## config.mk

```make
export PLATFORM = sky130hd
export DESIGN_NAME = aileron_droop_rate_limiter_unit
export DESIGN_NICKNAME = d
export VERILOG_FILES = /design/src/rtl/adrl_pkg.sv /design/src/rtl/aileron_droop_rate_limiter_unit.sv
export SDC_FILE = /design/constraint.sdc
export NUM_CORES = 2
export LEC_CHECK = 0
export ABC_AREA = 1
export BUFFER_PORTS_ARGS = -buffer_cell sky130_fd_sc_hd__buf_2
export CAP_MARGIN = 10
export CORE_AREA = 2 2 344 346
export DETAILED_ROUTE_END_ITERATION = 10
export DIE_AREA = 0 0 346 348
export HOLD_SLACK_MARGIN = 0.06
export PLACE_DENSITY_LB_ADDON = 0.1
export SLEW_MARGIN = 20
export SYNTH_ARGS = -nofsm -noshare
export SYNTH_HDL_FRONTEND = slang
export SYNTH_SLANG_ARGS = --single-unit
```

## constraint.sdc

```tcl
create_clock -name aclk -period 17.5 [get_ports aclk]
set_clock_uncertainty 0.2 [all_clocks]
set_input_delay 3.5 -clock aclk [delete_from_list [all_inputs] [get_ports aclk]]
set_output_delay 3.5 -clock aclk [all_outputs]
set_load 0.02 [all_outputs]
```

## src/rtl/adrl_pkg.sv

```systemverilog
`default_nettype none
// ----------------------------------------------------------------------------
// adrl_pkg
// Shared types and constants for the aileron droop rate limiter.
// ----------------------------------------------------------------------------
package adrl_pkg;

    // Default width of the clamped surface positions.
    localparam int unsigned POSITION_BITS_DEF = 16;

    // Configuration port
    localparam int unsigned CFG_ADDR_W = 3;
    localparam int unsigned CFG_DATA_W = 16;

    typedef enum logic [CFG_ADDR_W-1:0] {
        REG_SURFACE_RATE    = 3'd0,
        REG_DROOP_RATE      = 3'd1,
        REG_ANTI_DROOP_RATE = 3'd2,
        REG_PITCH_REFERENCE = 3'd3,
        REG_FLAPS_THRESHOLD = 3'd4,
        REG_DROOP_DELAY_MS  = 3'd5,
        REG_DROOP_BIAS      = 3'd6,
        REG_ANTI_DROOP_BIAS = 3'd7
    } cfg_reg_t;

    // Register reset values
    localparam logic [15:0]        SURFACE_RATE_RST    = 16'd131;
    localparam logic [15:0]        DROOP_RATE_RST      = 16'd33;
    localparam logic [15:0]        ANTI_DROOP_RATE_RST = 16'd33;
    localparam logic signed [14:0] PITCH_REF_RST       = 15'sd0;
    localparam logic [14:0]        FLAPS_THRESH_RST    = 15'd0;
    localparam logic [15:0]        DROOP_DELAY_RST     = 16'd0;
    localparam logic signed [15:0] DROOP_BIAS_RST      = 16'sd0;
    localparam logic signed [15:0] ANTI_DROOP_BIAS_RST = 16'sd0;

    // Request layout on s_tdata, lowest bit first
    localparam int unsigned AP_LSB     = 0;
    localparam int unsigned SPL_LSB    = 1;
    localparam int unsigned NOW_LSB    = 2;
    localparam int unsigned NOW_W      = 32;
    localparam int unsigned PITCH_LSB  = 34;
    localparam int unsigned PITCH_W    = 15;
    localparam int unsigned HANDLE_LSB = 49;
    localparam int unsigned HANDLE_W   = 3;
    localparam int unsigned FLAPS_LSB  = 52;
    localparam int unsigned FLAPS_W    = 15;
    localparam int unsigned CMD_LSB    = 67;
    localparam int unsigned CMD_W      = 16;
    localparam int unsigned MS_LSB     = 83;
    localparam int unsigned MS_W       = 10;
    localparam int unsigned IN_USED_W  = 93;
    localparam int unsigned IN_TDATA_W = 96;

    // Result layout on m_tdata
    localparam int unsigned OUT_FIELD_W = 16;
    localparam int unsigned OUT_TDATA_W = 32;

    // Width of rate * frame_ms
    localparam int unsigned RATE_W = 16;
    localparam int unsigned STEP_W = RATE_W + MS_W;

endpackage : adrl_pkg
`default_nettype wire

```

## src/rtl/aileron_droop_rate_limiter_unit.sv

```systemverilog
`default_nettype none
// Pipeline: a request passes through the input register, then the
//          state/result register.
// Throughput: one request per cycle while the result is not stalled; the limiter
//          state is updated in the same cycle the request moves into the result register.
// Reset: aresetn (synchronous) clears all limiter state, loads register defaults
//        and empties both stages.
// ----------------------------------------------------------------------------
// aileron_droop_rate_limiter_unit
// Droop / anti-droop bias generation with four slew limiters feeding the left
// and right aileron positions.
// ----------------------------------------------------------------------------
module aileron_droop_rate_limiter_unit #(
    parameter int unsigned POSITION_BITS = adrl_pkg::POSITION_BITS_DEF
) (
    input  wire                                 aclk,
    input  wire                                 aresetn,
    // configuration
    input  wire                                 cfg_we,
    input  wire [adrl_pkg::CFG_ADDR_W-1:0]      cfg_addr,
    input  wire [adrl_pkg::CFG_DATA_W-1:0]      cfg_wdata,
    // request channel
    input  wire                                 s_tvalid,
    output logic                                s_tready,
    // autopilot_on, spoilers_deployed, now_ms, pitch_centideg, flaps_handle,
    // flaps_extension, aileron_command, frame_ms, zero padding
    input  wire [adrl_pkg::IN_TDATA_W-1:0]      s_tdata,
    // result channel
    output logic                                m_tvalid,
    input  wire                                 m_tready,
    // left_position, right_position
    output logic [adrl_pkg::OUT_TDATA_W-1:0]    m_tdata
);

    localparam int unsigned P      = POSITION_BITS;
    localparam int unsigned STEP_W = adrl_pkg::STEP_W;
    localparam int unsigned SL_W   = (P > 16) ? P : 16;
    localparam int unsigned DW     = (((SL_W + 1) > STEP_W) ? (SL_W + 1) : STEP_W) + 1;
    localparam int unsigned SUM_W  = 18;
    localparam int unsigned EXT_W  = (P > SUM_W) ? P : SUM_W;
    localparam logic signed [EXT_W-1:0] POS_HI = EXT_W'((64'sd1 <<< (P - 1)) - 64'sd1);
    localparam logic signed [EXT_W-1:0] POS_LO = -POS_HI - EXT_W'(1);

    // ------------------------------------------------------------------
    // configuration registers
    // ------------------------------------------------------------------
    logic [15:0]        surface_rate_reg, droop_rate_reg, anti_droop_rate_reg;
    logic signed [14:0] pitch_ref_reg;
    logic [14:0]        flaps_thresh_reg;
    logic [15:0]        droop_delay_reg;
    logic signed [15:0] droop_bias_reg, anti_droop_bias_reg;

    always_ff @(posedge aclk) begin
        if (!aresetn) begin
            surface_rate_reg    <= adrl_pkg::SURFACE_RATE_RST;
            droop_rate_reg      <= adrl_pkg::DROOP_RATE_RST;
            anti_droop_rate_reg <= adrl_pkg::ANTI_DROOP_RATE_RST;
            pitch_ref_reg       <= adrl_pkg::PITCH_REF_RST;
            flaps_thresh_reg    <= adrl_pkg::FLAPS_THRESH_RST;
            droop_delay_reg     <= adrl_pkg::DROOP_DELAY_RST;
            droop_bias_reg      <= adrl_pkg::DROOP_BIAS_RST;
            anti_droop_bias_reg <= adrl_pkg::ANTI_DROOP_BIAS_RST;
        end else if (cfg_we) begin
            unique case (adrl_pkg::cfg_reg_t'(cfg_addr))
                adrl_pkg::REG_SURFACE_RATE:    surface_rate_reg    <= cfg_wdata;
                adrl_pkg::REG_DROOP_RATE:      droop_rate_reg      <= cfg_wdata;
                adrl_pkg::REG_ANTI_DROOP_RATE: anti_droop_rate_reg <= cfg_wdata;
                adrl_pkg::REG_PITCH_REFERENCE: pitch_ref_reg       <= $signed(cfg_wdata[14:0]);
                adrl_pkg::REG_FLAPS_THRESHOLD: flaps_thresh_reg    <= cfg_wdata[14:0];
                adrl_pkg::REG_DROOP_DELAY_MS:  droop_delay_reg     <= cfg_wdata;
                adrl_pkg::REG_DROOP_BIAS:      droop_bias_reg      <= $signed(cfg_wdata);
                adrl_pkg::REG_ANTI_DROOP_BIAS: anti_droop_bias_reg <= $signed(cfg_wdata);
                default: ;
            endcase
        end
    end

    // ------------------------------------------------------------------
    // input register
    // ------------------------------------------------------------------
    logic                              in_valid_reg;
    logic [adrl_pkg::IN_USED_W-1:0]    in_data_reg;
    logic                              out_valid_reg;
    logic                              advance;

    assign advance  = in_valid_reg && (!out_valid_reg || m_tready);
    assign s_tready = !in_valid_reg || advance;

    always_ff @(posedge aclk) begin
        if (!aresetn) begin
            in_valid_reg <= 1'b0;
        end else if (s_tready) begin
            in_valid_reg <= s_tvalid;
        end
    end

    always_ff @(posedge aclk) begin
        if (s_tvalid && s_tready) begin
            in_data_reg <= s_tdata[adrl_pkg::IN_USED_W-1:0];
        end
    end

    // field decode
    logic                                    ap, spl;
    logic [adrl_pkg::NOW_W-1:0]              now_ms;
    logic signed [adrl_pkg::PITCH_W-1:0]     pitch;
    logic [adrl_pkg::HANDLE_W-1:0]           handle;
    logic [adrl_pkg::FLAPS_W-1:0]            flaps;
    logic signed [adrl_pkg::CMD_W-1:0]       cmd;
    logic [adrl_pkg::MS_W-1:0]               frame_ms;

    assign ap       = in_data_reg[adrl_pkg::AP_LSB];
    assign spl      = in_data_reg[adrl_pkg::SPL_LSB];
    assign now_ms   = in_data_reg[adrl_pkg::NOW_LSB +: adrl_pkg::NOW_W];
    assign pitch    = $signed(in_data_reg[adrl_pkg::PITCH_LSB +: adrl_pkg::PITCH_W]);
    assign handle   = in_data_reg[adrl_pkg::HANDLE_LSB +: adrl_pkg::HANDLE_W];
    assign flaps    = in_data_reg[adrl_pkg::FLAPS_LSB +: adrl_pkg::FLAPS_W];
    assign cmd      = $signed(in_data_reg[adrl_pkg::CMD_LSB +: adrl_pkg::CMD_W]);
    assign frame_ms = in_data_reg[adrl_pkg::MS_LSB +: adrl_pkg::MS_W];

    // ------------------------------------------------------------------
    // limiter state (the position registers also serve as the result)
    // ------------------------------------------------------------------
    logic                  spoilers_before_reg, spoilers_before_next;
    logic                  blocked_reg, blocked_next;
    logic [14:0]           flaps_before_reg, flaps_before_next;
    logic [31:0]           crossing_time_reg, crossing_time_next;
    logic signed [15:0]    droop_goal_reg, droop_goal_next;
    logic signed [15:0]    droop_now_reg, droop_now_next;
    logic signed [15:0]    anti_droop_now_reg, anti_droop_now_next;
    logic signed [P-1:0]   left_reg, left_next;
    logic signed [P-1:0]   right_reg, right_next;

    // move cur toward goal by at most step
    function automatic logic signed [SL_W-1:0] slew(
        input logic signed [SL_W-1:0] cur,
        input logic signed [SL_W-1:0] goal,
        input logic [STEP_W-1:0]      step
    );
        logic signed [DW-1:0] c, g, s, d;
        c = DW'(cur);
        g = DW'(goal);
        s = $signed(DW'(step));
        if (g > c) begin
            d = g - c;
            slew = (d > s) ? SL_W'(c + s) : goal;
        end else begin
            d = c - g;
            slew = (d > s) ? SL_W'(c - s) : goal;
        end
    endfunction

    function automatic logic signed [P-1:0] sat_pos(input logic signed [SUM_W-1:0] v);
        logic signed [EXT_W-1:0] x;
        x = EXT_W'(v);
        if (x > POS_HI) begin
            sat_pos = P'(POS_HI);
        end else if (x < POS_LO) begin
            sat_pos = P'(POS_LO);
        end else begin
            sat_pos = P'(x);
        end
    endfunction

    logic [STEP_W-1:0]       surface_step, droop_step, anti_step;
    logic signed [15:0]      ad_goal;
    logic signed [15:0]      neg_pitch;
    logic signed [15:0]      pitch_ref_ext;
    logic                    was_above, is_above;
    logic [31:0]             elapsed;
    logic signed [16:0]      bias;
    logic signed [SUM_W-1:0] left_goal_raw, right_goal_raw;

    assign surface_step = surface_rate_reg * frame_ms;
    assign droop_step   = droop_rate_reg * frame_ms;
    assign anti_step    = anti_droop_rate_reg * frame_ms;

    always_comb begin
        // set the inhibit when spoilers deploy under autopilot, drop it on retract
        if (!spoilers_before_reg && spl && ap) begin
            blocked_next = 1'b1;
        end else if (!spl) begin
            blocked_next = 1'b0;
        end else begin
            blocked_next = blocked_reg;
        end
        spoilers_before_next = spl;

        neg_pitch     = -16'(pitch);
        pitch_ref_ext = 16'(pitch_ref_reg);
        ad_goal = (spl && !blocked_next && (neg_pitch < pitch_ref_ext) && (handle != '0))
                  ? anti_droop_bias_reg : 16'sd0;
        anti_droop_now_next = 16'(slew(SL_W'(anti_droop_now_reg), SL_W'(ad_goal), anti_step));

        was_above = flaps_before_reg > flaps_thresh_reg;
        is_above  = flaps > flaps_thresh_reg;
        crossing_time_next = (was_above != is_above) ? now_ms : crossing_time_reg;
        elapsed = now_ms - crossing_time_next;
        if (elapsed >= 32'(droop_delay_reg)) begin
            droop_goal_next = is_above ? droop_bias_reg : 16'sd0;
        end else begin
            droop_goal_next = droop_goal_reg;
        end
        droop_now_next = 16'(slew(SL_W'(droop_now_reg), SL_W'(droop_goal_next), droop_step));
        flaps_before_next = flaps;

        bias           = 17'(droop_now_next) + 17'(anti_droop_now_next);
        left_goal_raw  = SUM_W'(cmd) + SUM_W'(bias);
        right_goal_raw = SUM_W'(cmd) - SUM_W'(bias);
        left_next  = P'(slew(SL_W'(left_reg), SL_W'(sat_pos(left_goal_raw)), surface_step));
        right_next = P'(slew(SL_W'(right_reg), SL_W'(sat_pos(right_goal_raw)), surface_step));
    end

    always_ff @(posedge aclk) begin
        if (!aresetn) begin
            out_valid_reg       <= 1'b0;
            spoilers_before_reg <= 1'b0;
            blocked_reg         <= 1'b0;
            flaps_before_reg    <= '0;
            crossing_time_reg   <= '0;
            droop_goal_reg      <= '0;
            droop_now_reg       <= '0;
            anti_droop_now_reg  <= '0;
            left_reg            <= '0;
            right_reg           <= '0;
        end else begin
            if (advance) begin
                out_valid_reg       <= 1'b1;
                spoilers_before_reg <= spoilers_before_next;
                blocked_reg         <= blocked_next;
                flaps_before_reg    <= flaps_before_next;
                crossing_time_reg   <= crossing_time_next;
                droop_goal_reg      <= droop_goal_next;
                droop_now_reg       <= droop_now_next;
                anti_droop_now_reg  <= anti_droop_now_next;
                left_reg            <= left_next;
                right_reg           <= right_next;
            end else if (m_tready) begin
                out_valid_reg <= 1'b0;
            end
        end
    end

    // ------------------------------------------------------------------
    // result
    // ------------------------------------------------------------------
    logic [adrl_pkg::OUT_FIELD_W-1:0] left_out, right_out;

    generate
        if (P >= adrl_pkg::OUT_FIELD_W) begin : g_trunc
            assign left_out  = left_reg[adrl_pkg::OUT_FIELD_W-1:0];
            assign right_out = right_reg[adrl_pkg::OUT_FIELD_W-1:0];
        end else begin : g_sext
            assign left_out  = {{(adrl_pkg::OUT_FIELD_W - P){left_reg[P-1]}}, left_reg};
            assign right_out = {{(adrl_pkg::OUT_FIELD_W - P){right_reg[P-1]}}, right_reg};
        end
    endgenerate

    assign m_tvalid = out_valid_reg;
    assign m_tdata  = {right_out, left_out};

endmodule : aileron_droop_rate_limiter_unit
`default_nettype wire

```

# Word level (Yosys, flattened, before mapping)
# Index checks and enable logic that the tools add are counted.
# op_classes
addsub,21
n_mul,3
magnitude_cmp,20
n_eq_ne,8
muxes,24
n_reduce_logical,24
# ops
op,n
$mux 16,19
$gt 17x27->1,8
$sub 16x16->17,8
$mul 16x10->26,3
$add 16x16->16,4
$gt 16x16->1,4
$sub 16x16->16,4
$gt 18x16->1 const B,2
$lt 18x16->1 const B,2
$ge 32x16->1,1
$mux 32,1
$sub 32x32->32,1
$gt 15x15->1,2
$add 16x17->18,1
$sub 16x17->18,1
$add 16x16->17,1
$lt 16x15->1,1
$neg 15->16,1
$reduce_and 2->1,8
$eq 3x3->1 const B,4
$logic_and 1x1->1,7
$eq 3x2->1 const B,2
$logic_not 1->1,4
$mux 1,4
other kinds (6),7
# word_totals
reg_bits,350
input_bits,120
wordCells,120

# Logic depth before layout (Yosys ltp)
# depth
ltp_word,22
ltp_mapped,132
ltp_nobuf,123

# Worst setup path before layout
# No wires, ideal clock.
# synth_path
path_type,reg-to-reg
startpoint,register in_data_reg[66] (netlist bit)
endpoint,"register left_reg[11], in the netlist left_out[11]"
t_arrival_ns,16.095
required_time_ns,17.180
setup_slack_ns,1.086
path_stages_with_launch,118
path_buffers,12
period_less_slack_ns,16.414
path_cell_list,edfxtp_1 ha_1 nand2_1 nor2_2 nand4_2 clkinv_1 nand2_2 nand2_1 nand2_2 nand2_4 nand2_8 buf_8 inv_1 clkbuf_1 clkbuf_1 nand2_1 nand2_1 inv_1 [... 82 more ...] nor2_1 nand2_1 nand2_1 nand2_1 nand2_2 buf_2 inv_1 ha_1 a21oi_1 o21ai_0 a221o_1 a221oi_1 a32oi_1 nand2_2 buf_6 nand2_1 nand3_1 a21oi_1
# synth_between
elab_chain_cells,19
# synth_lines
item,line,rtl
start: declaration,aileron_droop_rate_limiter_unit.sv:82,logic [adrl_pkg::IN_USED_W-1:0] in_data_reg;
start signal: assignment,aileron_droop_rate_limiter_unit.sv:99,in_data_reg <= s_tdata[adrl_pkg::IN_USED_W-1:0];
$gt 15x15->1 *,aileron_droop_rate_limiter_unit.sv:196,is_above = flaps > flaps_thresh_reg;
$ne 1x1->1,aileron_droop_rate_limiter_unit.sv:197,crossing_time_next = (was_above != is_above) ? now_ms : crossing_time_reg;
$mux 32,aileron_droop_rate_limiter_unit.sv:197,
$sub 32x32->32,aileron_droop_rate_limiter_unit.sv:198,elapsed = now_ms - crossing_time_next;
$ge 32x16->1,aileron_droop_rate_limiter_unit.sv:199,if (elapsed >= 32'(droop_delay_reg)) begin
$mux 16 *,aileron_droop_rate_limiter_unit.sv:199,
via droop_goal_next[7],aileron_droop_rate_limiter_unit.sv:128,"logic signed [15:0] droop_goal_reg, droop_goal_next;"
$sub 16x16->17 (on tied branches),"aileron_droop_rate_limiter_unit.sv:148, aileron_droop_rate_limiter_unit.sv:145",
[... 3 more ...],--,
via droop_now_next[0],aileron_droop_rate_limiter_unit.sv:129,"logic signed [15:0] droop_now_reg, droop_now_next;"
[... 1 more ...],--,
$add 16x17->18 *,aileron_droop_rate_limiter_unit.sv:208,left_goal_raw = SUM_W'(cmd) + SUM_W'(bias);
$lt 18x16->1,aileron_droop_rate_limiter_unit.sv:158,end else if (x < POS_LO) begin
$mux 16,aileron_droop_rate_limiter_unit.sv:158,
$mux 16 *,aileron_droop_rate_limiter_unit.sv:156,if (x > POS_HI) begin
$sub 16x16->17 (on tied branches),"aileron_droop_rate_limiter_unit.sv:148, aileron_droop_rate_limiter_unit.sv:145",
$gt 17x27->1 (on tied branches),"aileron_droop_rate_limiter_unit.sv:149, aileron_droop_rate_limiter_unit.sv:146",
$mux 16 (on tied branches),"aileron_droop_rate_limiter_unit.sv:149, aileron_droop_rate_limiter_unit.sv:146",
$mux 16 *,aileron_droop_rate_limiter_unit.sv:144,if (g > c) begin
end signal: assignment,aileron_droop_rate_limiter_unit.sv:236,left_reg <= left_next;
end: declaration,aileron_droop_rate_limiter_unit.sv:131,"logic signed [P-1:0] left_reg, left_next;"
# Mark *: on every way through the listed nets, which the timed path passes. The rest lies on a longest branch.
# A chain may end at the register's enable or synchronous reset.

# Worst setup path after layout
# layout_path
startpoint,register flaps_thresh_reg[14]
endpoint,"register left_reg[11], in the netlist left_out[11]"
# layout_between
elab_chain_cells,19
# layout_lines
item,line,rtl
start: declaration,aileron_droop_rate_limiter_unit.sv:49,logic [14:0] flaps_thresh_reg;
start signal: assignment,aileron_droop_rate_limiter_unit.sv:59,flaps_thresh_reg <= adrl_pkg::FLAPS_THRESH_RST;
start signal: assignment,aileron_droop_rate_limiter_unit.sv:69,adrl_pkg::REG_FLAPS_THRESHOLD: flaps_thresh_reg <= cfg_wdata[14:0];
$gt 15x15->1 (on tied branches),"aileron_droop_rate_limiter_unit.sv:195, aileron_droop_rate_limiter_unit.sv:196",
$ne 1x1->1,aileron_droop_rate_limiter_unit.sv:197,
$mux 32,aileron_droop_rate_limiter_unit.sv:197,
$sub 32x32->32,aileron_droop_rate_limiter_unit.sv:198,
$ge 32x16->1,aileron_droop_rate_limiter_unit.sv:199,
$mux 16 *,aileron_droop_rate_limiter_unit.sv:199,
via droop_goal_next[0],aileron_droop_rate_limiter_unit.sv:128,
$sub 16x16->17 (on tied branches),"aileron_droop_rate_limiter_unit.sv:148, aileron_droop_rate_limiter_unit.sv:145",
[... 3 more ...],--,
via droop_now_next[0],aileron_droop_rate_limiter_unit.sv:129,
[... 1 more ...],--,
$add 16x17->18 *,aileron_droop_rate_limiter_unit.sv:208,
$lt 18x16->1,aileron_droop_rate_limiter_unit.sv:158,
$mux 16,aileron_droop_rate_limiter_unit.sv:158,
$mux 16 *,aileron_droop_rate_limiter_unit.sv:156,
$sub 16x16->17 (on tied branches),"aileron_droop_rate_limiter_unit.sv:148, aileron_droop_rate_limiter_unit.sv:145",
$gt 17x27->1 (on tied branches),"aileron_droop_rate_limiter_unit.sv:149, aileron_droop_rate_limiter_unit.sv:146",
$mux 16 (on tied branches),"aileron_droop_rate_limiter_unit.sv:149, aileron_droop_rate_limiter_unit.sv:146",
$mux 16 *,aileron_droop_rate_limiter_unit.sv:144,
# Marks and branches as above.

==> results.yml <==
detailed_routing:
  drt-wirelength-per-cell_um: 18.46
  dr_total_vias: 47650
  drt-vias-per-instance: 5.268
  wirelength_um: 167000
  drc: 0
  first_iter_violations: 2984
  ant_nets: 0
  firstDrtPassIters: 7
synthesis:
  synth_cells: 7302
  yosys_warnings: 0
  ys_async_sr_fraction_pct: 0
  netlist_top_cells_area: "ha_1 (18%), fa_1 (13%), nand2_1 (10%)"
  synthTopCellsByCount: "nand2_1 (1442), inv_1 (1348), ha_1 (752), a21oi_1 (672), o21ai_0 (425)"
  synth.avg_cell_area_um2: 7.159
  synth_cell_types: 72
  synth_ff_type: "dfxtp_1"
  synth_top_area_share_pct: 18.00
  synth_most_common_cell: "nand2_1"
  synth_seq_cells: 350
  seq_area_frac_synth_pct: 15.18
  synth.cell_area_um2: 52280
  synth_edf_count: 93
  synth_area_leader_cell: "ha_1"
  syn-num-nets: 8521
cells_and_area:
  fin_cells: 9044
  drive_gt1_share_pct: 11.04
  nNetsFinal: 8683
  fillers: 11870
  largest_reg_flops: 93
  multiInputGateArea_um2: 38980
  fin_area_um2: 58530
  seq_area_um2: 7938
  syn2layout_area_growth_pct: 11.96
placement:
  gp_congestion: 0.9401
  post-place-ws_ns: 0.1060
  dp.cells: 8904
  port_buffers: 150
  dpl.hpwl_um: 132300
  placed_area_um2: 55320
run_status:
  outcome: "complete, no violations"
hold_path:
  min-delay-path-class: "reg -> reg"
timing:
  finalHoldViolations: 0
  holdWs_ns: 0.2539
  slew_headroom_pct: 25.10
  layout_worst_path_cycle_share_pct: 94.10
  worst_pin_slew_ns: 1.124
  finalCriticalPeriod_ns: 16.47
  max_freq_mhz: 60.73
  report.final.slew_viol_count: 0
  fin_ws_ns: 1.033
  finalSetupViolations: 0
die:
  core-area_um2: 117000
  die_x_um: 346
  rows: 126
  io_pins: 154
  die_h_um: 348
  start_util_pct: 44.69
  die_area_um2: 120400
critical_path:
  crit_arrival_ns: 16.78
  r2r_setup_slack_ns: 1.03
  cp_slowest_cell: "fa_2"
  cp.required_ns: 17.81
  cp-end-kind: "register"
  crit_top_cell: "nand2_1"
  cp_max_fo: 18
  critPathLaunchType: "register"
  worstPathBufferInverterCount: 18
  path_delay_family: "simple AND/OR/NAND/NOR gates"
  slowest_delay_ns: 0.40
  critical_path_class: "reg -> reg"
clock_tree:
  cts.htree.levels: 2
  cts_tree: "built"
  clkSlewWorstSetupHoldPaths_ns: 0.06
  cts_buffer_depth: 3
  cts_root_buf: "clkbuf_16"
  clock_latency_ns: 0.66
  numCtsBuffers: 47
  cts_sinks: 350
  cts_hold_buffers: 0
grt:
  grt_pass1_wl_um: 259800
  grt_pass1_vias: 46470
  grt_max_degree: 113
  grt_util_all_layers_pct: 27.23
  grt_antenna_before_repair: 16
  grt.overflow.total: 0
flow_run:
  cap_viol_max_count: 0
worst paths after layout:
path                       endpoint  cells after the start                  from
setup reg to reg       left_out[11]                    105  flaps_thresh_reg[14]
hold reg to reg   droop_bias_reg[6]                      2     droop_bias_reg[6]
setup / recovery       left_out[11]                    105  flaps_thresh_reg[14]
hold / removal    droop_bias_reg[6]                      2     droop_bias_reg[6]
metrics by stage:
step	TNS (ns)	util, %
CTS	0	48.72
global route	-2.403	50.03
finish	0	50.03
global placement	0	47.29
detailed placement	0	47.29
floorplan	0	-
kinds of logic (layout without fill, tap and decap cells):
family | count (synthesis) | after routing | share of synthesized area (%)
buf+inv | 1661 | 1860 | 12.17
fa+ha+maj | 1099 | 1099 | 31.29
other cells | 0 | 5 | 0
flops | 350 | 350 | 15.18
simple gates | 2387 | 2389 | 19.73
compound gates | 1439 | 1439 | 15.46
mux | 17 | 17 | 0.3255
xor+xnor | 349 | 349 | 5.847
layer usage:
| metal | GRT usage [%] | vias to the layer above | part of all wire [%] |
|---|---|---|---|
| li1 | - | 23780 | - |
| met4 | 9.063 | 4 | 3.7 |
| met3 | 2.750 | 245 | 4.6 |
| met1 | 36.30 | 22550 | 45 |
| met5 | 0 | - | 0.014 |
| met2 | 46.09 | 1068 | 46 |
worst register-to-register path, delay by kind of cell (launching register included):
kind            cells  cell delay (ns)
flops               1             0.30
buf+inv            18             2.56
fa+ha+maj          10             3.02
xor+xnor            2             0.41
compound gates     26             4.57
mux                 1             0.22
simple gates       48             5.06
timing repair:
action | in CTS | in global routing
resized for setup | 0 | 265
hold endpoints to repair | 0 | 0
endpoints found under the setup margin | 0 | 32
setup buffers | 0 | 43
cells in the final DEF (no fill, tap or decap), types with 213 or more instances in the layout:
cell type | netlist | routed
fa_1 | 347 | 344
nand3_1 | 261 | 258
xor2_1 | 272 | 271
nor2_1 | 403 | 386
dfxtp_1 | 257 | 257
buf_4 | 0 | 213
nand2_1 | 1442 | 1411
a21oi_1 | 672 | 632
o21ai_0 | 425 | 401
inv_1 | 1348 | 1334
ha_1 | 752 | 718
area by class of cell:
| class | instances | area share, % |
|---|---|---|
| Tap cell | 1536 | 3.284 |
| Sequential cell | 350 | 13.56 |
| Inverter | 1381 | 8.912 |
| Antenna cell | 5 | 0.02138 |
| Timing Repair Buffer | 391 | 4.759 |
| Clock inverter | 26 | 0.6456 |
| Clock buffer | 62 | 2.219 |
| Multi-Input combinational cell | 5293 | 66.60 |
Power is not shown: default switching activity piles up to over one toggle a cycle in this logic, so the estimate is an artifact.
